### src/rtl/core/stream_find_and_replace_unit_assert.svh
// Assertion helpers shared by the block's modules.
`ifndef STREAM_FIND_AND_REPLACE_UNIT_ASSERT_SVH
`define STREAM_FIND_AND_REPLACE_UNIT_ASSERT_SVH

// same-cycle implication, disabled while reset is asserted
`define SFR_ASSERT_NOW(lbl, clk_s, rst_s, ante, cons, msg) \
  lbl: assert property (@(posedge clk_s) disable iff (!rst_s) (ante) |-> (cons)) \
    else $error(msg);

// next-cycle implication, disabled while reset is asserted
`define SFR_ASSERT_NEXT(lbl, clk_s, rst_s, ante, cons, msg) \
  lbl: assert property (@(posedge clk_s) disable iff (!rst_s) (ante) |=> (cons)) \
    else $error(msg);

`endif

### src/rtl/core/sfr_pkg.sv
package sfr_pkg;

  localparam int MAX_PATTERN = 8;
  localparam int BYTE_W      = 8;
  localparam int LEN_W       = 4;
  localparam int SLOT_W      = $clog2(MAX_PATTERN);
  localparam int CFG_AW      = 5;
  localparam int CFG_DW      = 64;

  typedef logic [BYTE_W-1:0] byte_t;
  typedef logic [LEN_W-1:0]  len_t;

  typedef enum logic [1:0] {
    REG_PAT_BYTES,
    REG_PAT_LEN,
    REG_REP_BYTES,
    REG_REP_LEN
  } reg_idx_t;

  // lengths already clamped to MAX_PATTERN
  typedef struct packed {
    logic [MAX_PATTERN*BYTE_W-1:0] pattern;
    len_t                          plen;
    logic [MAX_PATTERN*BYTE_W-1:0] repl;
    len_t                          rlen;
  } cfg_t;

  // all results caused by one input item
  typedef struct packed {
    logic [MAX_PATTERN-1:0][BYTE_W-1:0] bytes;
    len_t                               cnt;
    logic                               bval;
    logic                               last;
  } batch_t;

  function automatic len_t sat_len(input len_t len);
    return (len > len_t'(MAX_PATTERN)) ? len_t'(MAX_PATTERN) : len;
  endfunction

endpackage

### src/rtl/core/sfr_if.sv
interface sfr_in_if;
  logic       valid;
  logic       ready;
  logic [7:0] data_byte;
  logic       end_of_text;

  modport source (output valid, output data_byte, output end_of_text, input ready);
  modport sink   (input valid, input data_byte, input end_of_text, output ready);
endinterface

interface sfr_out_if;
  logic       valid;
  logic       ready;
  logic [7:0] out_byte;
  logic       byte_valid;
  logic       last_out;

  modport source (output valid, output out_byte, output byte_valid, output last_out,
                  input ready);
  modport sink   (input valid, input out_byte, input byte_valid, input last_out,
                  output ready);
endinterface

### src/rtl/core/sfr_window.sv
`include "stream_find_and_replace_unit_assert.svh"

module sfr_window (
  input  logic            clk,
  input  logic            rst_n,
  input  logic            step,
  input  sfr_pkg::byte_t  data_byte,
  input  logic            end_of_text,
  input  sfr_pkg::cfg_t   cfg,
  input  logic            len_wr,
  output sfr_pkg::batch_t batch
);
  import sfr_pkg::*;

  byte_t [MAX_PATTERN-1:0] win_r, win_nxt;
  len_t                    fill_r, fill_nxt;

  byte_t [MAX_PATTERN-1:0] w1;
  len_t                    fill1;
  logic                    pass;
  logic                    cmp;
  logic                    hit;

  always_comb begin
    pass  = (cfg.plen == '0);
    w1    = win_r;
    if (fill_r < len_t'(MAX_PATTERN)) begin
      w1[fill_r[SLOT_W-1:0]] = data_byte;
    end
    fill1 = fill_r + len_t'(1);
    cmp   = (fill1 >= cfg.plen);

    hit = 1'b1;
    for (int i = 0; i < MAX_PATTERN; i++) begin
      if ((len_t'(i) < cfg.plen) && (w1[i] != cfg.pattern[i*BYTE_W +: BYTE_W])) begin
        hit = 1'b0;
      end
    end

    // result slots: the new byte, the replacement, or the window contents
    batch.bval = 1'b1;
    batch.last = end_of_text;
    if (pass) begin
      batch.bytes    = '0;
      batch.bytes[0] = data_byte;
      batch.cnt      = len_t'(1);
    end else if (cmp && hit) begin
      batch.bytes = cfg.repl;
      batch.cnt   = cfg.rlen;
    end else begin
      batch.bytes = w1;
      if (end_of_text) begin
        batch.cnt = fill1;
      end else if (cmp) begin
        batch.cnt = len_t'(1);
      end else begin
        batch.cnt = '0;
      end
    end
    // bare end marker
    if (end_of_text && (batch.cnt == '0)) begin
      batch.bytes[0] = '0;
      batch.cnt      = len_t'(1);
      batch.bval     = 1'b0;
    end

    win_nxt  = win_r;
    fill_nxt = fill_r;
    if (!pass) begin
      if ((cmp && hit) || end_of_text) begin
        win_nxt  = '0;
        fill_nxt = '0;
      end else if (cmp) begin
        for (int i = 0; i < MAX_PATTERN - 1; i++) begin
          win_nxt[i] = w1[i+1];
        end
        win_nxt[MAX_PATTERN-1] = '0;
        fill_nxt               = fill1 - len_t'(1);
      end else begin
        win_nxt  = w1;
        fill_nxt = fill1;
      end
    end
  end

  always_ff @(posedge clk) begin
    if (!rst_n || len_wr) begin
      win_r  <= '0;
      fill_r <= '0;
    end else if (step) begin
      win_r  <= win_nxt;
      fill_r <= fill_nxt;
    end
  end

  `SFR_ASSERT_NOW(a_fill_le_plen, clk, rst_n, 1'b1, fill_r <= cfg.plen,
    "window holds more bytes than the pattern length")
  `SFR_ASSERT_NEXT(a_last_flushes, clk, rst_n, step && end_of_text && !len_wr,
    fill_r == '0, "window not flushed after the final byte")

endmodule

### src/rtl/core/stream_find_and_replace_unit.sv
// Byte-stream find and replace, leftmost and non-overlapping.
//
// in_item  (sfr_in_if.sink): one source byte per item plus end_of_text.
// out_item (sfr_out_if.source): one rewritten byte per item; byte_valid low
//   marks a bare end marker, last_out flags the final item of the text.
// APB port (psel/penable/pwrite/paddr/pwdata/prdata/pready): registers at byte
//   addresses 0 pattern_bytes, 8 pattern_length, 16 replacement_bytes,
//   24 replacement_length; lengths above 8 act as 8. pready is tied high.
//   Writing pattern_length drops the bytes held in the match window.
// An item's results pass through the input register and the result batch
//   register before they are offered.
// Throughput: one item per cycle while each item yields at most one result and
//   the receiver is ready; an item's n results hold the serializer until taken.
// An input register and a result batch register separate the two sides, so
//   a stalled receiver holds the current result stable while one more item
//   is taken into the input register.
// Reset (rst_n low, synchronous) clears the configuration registers, the
//   window and both stages' valid flags; results still in flight are dropped.
`include "stream_find_and_replace_unit_assert.svh"

module stream_find_and_replace_unit (
  input  logic                       clk,
  input  logic                       rst_n,
  sfr_in_if.sink                     in_item,
  sfr_out_if.source                  out_item,
  input  logic                       psel,
  input  logic                       penable,
  input  logic                       pwrite,
  input  logic [sfr_pkg::CFG_AW-1:0] paddr,
  input  logic [sfr_pkg::CFG_DW-1:0] pwdata,
  output logic [sfr_pkg::CFG_DW-1:0] prdata,
  output logic                       pready
);
  import sfr_pkg::*;

  logic [MAX_PATTERN*BYTE_W-1:0] pat_r, rep_r;
  len_t                          plen_r, rlen_r;
  logic                          cfg_wr;
  reg_idx_t                      reg_idx;
  cfg_t                          cfg;

  logic                          in_v_r;
  byte_t                         in_data_r;
  logic                          in_last_r;

  logic                          bvalid_r;
  logic [MAX_PATTERN-1:0][BYTE_W-1:0] bytes_r;
  len_t                          cnt_r;
  logic [SLOT_W-1:0]             idx_r;
  logic                          bval_r;
  logic                          blast_r;

  batch_t                        batch;
  logic                          out_fire;
  logic                          at_end;
  logic                          batch_free;
  logic                          step;

  // configuration port
  assign pready  = 1'b1;
  assign cfg_wr  = psel && penable && pwrite && pready;
  assign reg_idx = reg_idx_t'(paddr[CFG_AW-1:3]);

  always_comb begin
    unique case (reg_idx)
      REG_PAT_BYTES: prdata = pat_r;
      REG_PAT_LEN:   prdata = CFG_DW'(plen_r);
      REG_REP_BYTES: prdata = rep_r;
      REG_REP_LEN:   prdata = CFG_DW'(rlen_r);
      default:       prdata = '0;
    endcase
  end

  always_ff @(posedge clk) begin
    if (!rst_n) begin
      pat_r  <= '0;
      plen_r <= '0;
      rep_r  <= '0;
      rlen_r <= '0;
    end else if (cfg_wr) begin
      unique case (reg_idx)
        REG_PAT_BYTES: pat_r  <= pwdata;
        REG_PAT_LEN:   plen_r <= pwdata[LEN_W-1:0];
        REG_REP_BYTES: rep_r  <= pwdata;
        REG_REP_LEN:   rlen_r <= pwdata[LEN_W-1:0];
        default:       ;
      endcase
    end
  end

  always_comb begin
    cfg.pattern = pat_r;
    cfg.plen    = sat_len(plen_r);
    cfg.repl    = rep_r;
    cfg.rlen    = sat_len(rlen_r);
  end

  // handshakes
  assign out_fire   = out_item.valid && out_item.ready;
  assign at_end     = (idx_r == SLOT_W'(cnt_r - len_t'(1)));
  assign batch_free = !bvalid_r || (out_fire && at_end);
  assign step       = in_v_r && batch_free;
  assign in_item.ready = !in_v_r || batch_free;

  // input register
  always_ff @(posedge clk) begin
    if (!rst_n) begin
      in_v_r <= 1'b0;
    end else if (in_item.ready) begin
      in_v_r <= in_item.valid;
    end
    if (in_item.valid && in_item.ready) begin
      in_data_r <= in_item.data_byte;
      in_last_r <= in_item.end_of_text;
    end
  end

  sfr_window u_window (
    .clk         (clk),
    .rst_n       (rst_n),
    .step        (step),
    .data_byte   (in_data_r),
    .end_of_text (in_last_r),
    .cfg         (cfg),
    .len_wr      (cfg_wr && (reg_idx == REG_PAT_LEN)),
    .batch       (batch)
  );

  // result batch and serializer
  always_ff @(posedge clk) begin
    if (!rst_n) begin
      bvalid_r <= 1'b0;
      idx_r    <= '0;
    end else if (step) begin
      bvalid_r <= (batch.cnt != '0);
      idx_r    <= '0;
    end else if (out_fire) begin
      if (at_end) begin
        bvalid_r <= 1'b0;
      end else begin
        idx_r <= idx_r + SLOT_W'(1);
      end
    end
    if (step) begin
      bytes_r <= batch.bytes;
      cnt_r   <= batch.cnt;
      bval_r  <= batch.bval;
      blast_r <= batch.last;
    end
  end

  assign out_item.valid      = bvalid_r;
  assign out_item.out_byte   = bytes_r[idx_r];
  assign out_item.byte_valid = bval_r;
  assign out_item.last_out   = blast_r && at_end;

  `SFR_ASSERT_NOW(a_cnt_range, clk, rst_n, bvalid_r,
    (cnt_r != '0) && (cnt_r <= len_t'(MAX_PATTERN)) && (len_t'(idx_r) < cnt_r),
    "result batch count or slot index out of range")
  `SFR_ASSERT_NOW(a_bare_end, clk, rst_n, out_item.valid && !out_item.byte_valid,
    out_item.last_out && (out_item.out_byte == '0),
    "bare result item that is not the final one")
  `SFR_ASSERT_NEXT(a_idx_advance, clk, rst_n, out_fire && !at_end && !step,
    bvalid_r && (idx_r == $past(idx_r) + SLOT_W'(1)),
    "serializer did not advance after a taken result")

endmodule
### src/flat_wrapper.sv
// flat-port wrapper written by rule: the top's interface ports become plain ports
module stream_find_and_replace_unit_flat import sfr_pkg::*;
  (clk, rst_n, psel, penable, pwrite, paddr, pwdata, prdata, pready, in_item_valid, in_item_data_byte, in_item_end_of_text, in_item_ready, out_item_valid, out_item_out_byte, out_item_byte_valid, out_item_last_out, out_item_ready);
  sfr_in_if in_item_i ();
  sfr_out_if out_item_i ();
  input  logic clk;
  input  logic rst_n;
  input  logic psel;
  input  logic penable;
  input  logic pwrite;
  input  logic [sfr_pkg::CFG_AW-1:0] paddr;
  input  logic [sfr_pkg::CFG_DW-1:0] pwdata;
  output logic [sfr_pkg::CFG_DW-1:0] prdata;
  output logic pready;
  input wire logic [$bits(in_item_i.valid)-1:0] in_item_valid;
  input wire logic [$bits(in_item_i.data_byte)-1:0] in_item_data_byte;
  input wire logic [$bits(in_item_i.end_of_text)-1:0] in_item_end_of_text;
  output wire logic [$bits(in_item_i.ready)-1:0] in_item_ready;
  output wire logic [$bits(out_item_i.valid)-1:0] out_item_valid;
  output wire logic [$bits(out_item_i.out_byte)-1:0] out_item_out_byte;
  output wire logic [$bits(out_item_i.byte_valid)-1:0] out_item_byte_valid;
  output wire logic [$bits(out_item_i.last_out)-1:0] out_item_last_out;
  input wire logic [$bits(out_item_i.ready)-1:0] out_item_ready;
  assign in_item_i.valid = in_item_valid;
  assign in_item_i.data_byte = in_item_data_byte;
  assign in_item_i.end_of_text = in_item_end_of_text;
  assign in_item_ready = in_item_i.ready;
  assign out_item_valid = out_item_i.valid;
  assign out_item_out_byte = out_item_i.out_byte;
  assign out_item_byte_valid = out_item_i.byte_valid;
  assign out_item_last_out = out_item_i.last_out;
  assign out_item_i.ready = out_item_ready;
  stream_find_and_replace_unit u_core (.clk(clk), .rst_n(rst_n), .in_item(in_item_i), .out_item(out_item_i), .psel(psel), .penable(penable), .pwrite(pwrite), .paddr(paddr), .pwdata(pwdata), .prdata(prdata), .pready(pready));
endmodule
### config.mk
export PLATFORM = sky130hd
export DESIGN_NAME = stream_find_and_replace_unit_flat
export DESIGN_NICKNAME = d
export VERILOG_FILES = /design/src/rtl/core/sfr_pkg.sv /design/src/rtl/core/sfr_if.sv /design/src/rtl/core/sfr_window.sv /design/src/rtl/core/stream_find_and_replace_unit.sv /design/src/flat_wrapper.sv
export VERILOG_INCLUDE_DIRS = /design/src /design/src/rtl/core
export SDC_FILE = /design/constraint.sdc
export NUM_CORES = 1
export LEC_CHECK = 0
export ABC_CLOCK_PERIOD_IN_PS = 4900
export BUFFER_PORTS_ARGS = -buffer_cell sky130_fd_sc_hd__buf_4
export CAP_MARGIN = 0
export CORE_MARGIN = 4
export CORE_UTILIZATION = 60
export CTS_BUF_LIST = sky130_fd_sc_hd__clkbuf_8 sky130_fd_sc_hd__clkbuf_16
export DETAILED_ROUTE_END_ITERATION = 10
export PLACE_DENSITY = 0.86
export SLEW_MARGIN = 20
export SYNTH_ARGS = -nofsm -noshare
export SYNTH_HDL_FRONTEND = slang
export SYNTH_SLANG_ARGS = --single-unit
### constraint.sdc
create_clock -name clk -period 4.9 [get_ports clk]
set_input_delay 0.98 -clock clk [delete_from_list [all_inputs] [get_ports clk]]
set_output_delay 0.98 -clock clk [all_outputs]
set_load 0.01 [all_outputs]
==> flow_metrics.tcl <==
set metrics [dict create \
    portBuffers 157 \
    io_pins 162 \
    netlist_area_um2 16000 \
    grt_max_degree 103 \
    crit_family "compound AO/OA/AOI/OAI gates" \
    fin_cells 2279 \
    gp_congestion 1.01 \
    core_area_um2 26100 \
    nets 2012 \
    cp.depth 10 \
    yosysUniqueCellTypes 71 \
    cts_tree "built" \
    crit_buf_inv 1 \
    synthAdderAreaFrac_pct 0.547 \
    worst-path-max-fanout 39 \
    cpPeakStageDelay_ps 700 \
    synth.net_count 1932 \
    cpMaxStageDelayCell "dfxtp_1" \
    worstSkewPairLatency_ps 560 \
    cp-end-kind "register" \
    drive_gt1_share_pct 15.5 \
    cts_buffer_depth 3 \
    synth-simple-area-share_pct 19.9 \
    clkTransAtPathRegs_ps 60 \
    layout_setup_ws_ps 490 \
    r2r_cells 10 \
    synth-xor-area-share_pct 3.88 \
    rows 59 \
    numCtsBuffers 30 \
    final_common_cell "nand2_1" \
    area_growth_pct 14.6 \
    hpwlAfterDp_um 33900 \
    synth_top_family_by_area "simple AND/OR/NAND/NOR gates" \
    maxCapViolCount 0 \
    drv_slew 0 \
    drt_iter0_drc 1983 \
    whs_path_depth 2 \
    pre_cts_slack_ps 665 \
    async_reset_ff_share_pct 0 \
    h-tree-depth 1 \
    ys_seq_area_share_pct 40.8 \
    post-route-util_pct 70.2 \
    post-cts-setup-buffers 0 \
    leakagePower_nw 6.48 \
    peakVddDrop_uv 246 \
    yosysWarnings 0 \
    worst_pin_slew_ps 1090 \
    cts.repair.resized 0 \
    cts-root-buf "clkbuf_16" \
    finClkSkew_ps 16.7 \
    grt_overflow 0 \
    die_area_um2 29400 \
    clock-sinks 287 \
    critPathRequiredTime_ps 5320 \
    yosys_register_bits 287 \
    slew_headroom_pct 27.1 \
    hold_slack_ps 464 \
    hp-class "reg2reg" \
    status "complete, no violations" \
    die_x_um 171 \
    fin_tns_setup_ps 0 \
    diodes 0 \
    synth_flop_cell "dfxtp_1" \
    postRouteAntennaNets 0 \
    wl_um 49800 \
    synthMuxAreaShare_pct 10.9 \
    crit_type "reg2reg" \
    antenna_found_initial 1 \
    rsz0062_at_grt "false" \
    synth_edf_count 78 \
    via_per_inst 6.54 \
    grt_pass1_wl_um 76900 \
    powerDensity_nw_per_um2 287 \
    grt_pass1_vias 14203 \
    path_cells "and4bb_2 > mux2_2 > xnor2_1 > o221ai_1 > o41ai_1 > o2111a_1 > o211ai_4 > buf_4 > a21oi_2 > o221a_1" \
    worstSetupStartpointType "register" \
    setup_viol 0 \
    mostFrequentLayoutCells "nand2_1, dfxtp_1, buf_4" \
    dp_cells 2223 \
    syn_inst 1840 \
    clock.fmax_ghz 0.227 \
    cp.arrival_ps 4830 \
    n_fill_cell 2019 \
    synth-compound-area-share_pct 18.9 \
    initial_utilization_pct 61.3 \
    fin_crit_ps 4410 \
    fin_crit_sh_pct 90.0 \
    wire_per_inst_um 21.8 \
    hold_buffers 0 \
    grt_util_all_layers_pct 32.6 \
    hold_violations 0 \
    firstDrtPassIters 6 \
    num_vias 14905 \
    die_height_um 171 \
    synth.avg_cell_area_um2 8.70 \
    drc 0 \
]
-- routing by layer --
| metal | vias up | routed length, µm | GRT usage, % |
|---|---|---|---|
| met1 | 7078 | 18400 | 41.3 |
| met2 | 912 | 24000 | 55.8 |
| met4 | 0 | 2660 | 14.4 |
| met3 | 217 | 4690 | 4.73 |
| met5 | - | 0 | 0 |
| li1 | 6698 | - | - |
-- stage by stage --
stage | area (µm²) | power [mW]
3_5_place_dp | 17400 | 3.06
2_1_floorplan | 16000 | 2.86
5_1_grt | 18400 | 5.40
3_3_place_gp | 17400 | 3.05
6_report | 18400 | 5.26
4_1_cts | 18400 | 5.26
-- state kept, by name, summed over array words and instances (netlist names) --
name                        count
u_core.bytes_r                 64
u_core.pat_r                   64
u_core.rep_r                   64
u_core.u_window.win_r          64
u_core.in_data_r                8
u_core.plen_r                   4
u_core.rlen_r                   4
u_core.u_window.fill_r          4
u_core.cnt_r                    3
u_core.idx_r                    3
u_core.blast_r                  1
u_core.in_last_r                1
u_core.in_v_r                   1
u_core.out_item.byte_valid      1
u_core.out_item.valid           1
-- kinds of logic after synthesis --
| logic type | count (synthesis) |
|---|---|
| AND/OR/NAND/NOR | 713 |
| AO/OA/AOI/OAI | 423 |
| flip-flops | 287 |
| buffers and inverters | 189 |
| multiplexers | 149 |
| XOR/XNOR | 71 |
| adder cells (fa/ha/maj) | 7 |
| other | 1 |
-- synthesized netlist by cell type, types with 18 or more instances --
| library cell | count | area, µm² |
|---|---|---|
| a211oi_1 | 46 | 345 |
| a21boi_0 | 130 | 976 |
| a21oi_1 | 84 | 420 |
| a22oi_1 | 18 | 135 |
| buf_1 | 22 | 82.6 |
| clkbuf_1 | 108 | 405 |
| dfxtp_1 | 209 | 4180 |
| edfxtp_1 | 78 | 2340 |
| inv_1 | 34 | 128 |
| mux2i_1 | 120 | 1200 |
| mux4_2 | 20 | 450 |
| nand2_1 | 366 | 1370 |
| nand2b_1 | 25 | 156 |
| nor2_1 | 195 | 732 |
| o22ai_1 | 54 | 338 |
| or4_1 | 49 | 368 |
| xnor2_1 | 39 | 342 |
| xor2_1 | 32 | 280 |
-- area by class of cell --
| cell class | count | area (µm²) | share of cell area, % |
|---|---|---|---|
| Tap cell | 335 | 419 | 2.28 |
| Clock inverter | 20 | 110 | 0.600 |
| Multi-Input combinational cell | 1364 | 8740 | 47.6 |
| Inverter | 34 | 128 | 0.695 |
| Sequential cell | 287 | 6530 | 35.6 |
| Timing Repair Buffer | 203 | 1570 | 8.57 |
| Clock buffer | 36 | 856 | 4.66 |
-- worst paths after layout --
check	from	end	slack (ps)
min reg2reg	u_core.u_window.win_r[55]$_SDFFE_PP0P_	u_core.u_window.win_r[55]$_SDFFE_PP0P_	460
max	u_core.u_window.fill_r[1]$_SDFFE_PP0P_	u_core.bytes_r[1]$_SDFFCE_PP0P_	490
max reg2reg	u_core.u_window.fill_r[1]$_SDFFE_PP0P_	u_core.bytes_r[1]$_SDFFCE_PP0P_	490
min	u_core.u_window.win_r[55]$_SDFFE_PP0P_	u_core.u_window.win_r[55]$_SDFFE_PP0P_	460
-- worst min-delay path: stages (launching register included) --
cell and delay (ps):
dfxtp_1 310, nand2_1 60, a21oi_1 50
-- report_power, final --
group / internal, mW / switching [mW] / total [mW]
Clock: 1.28 / 0.957 / 2.24
Combinational: 0.191 / 0.305 / 0.496
Sequential: 2.49 / 0.0444 / 2.53
Note: power is estimated with default switching activity, not from simulation.
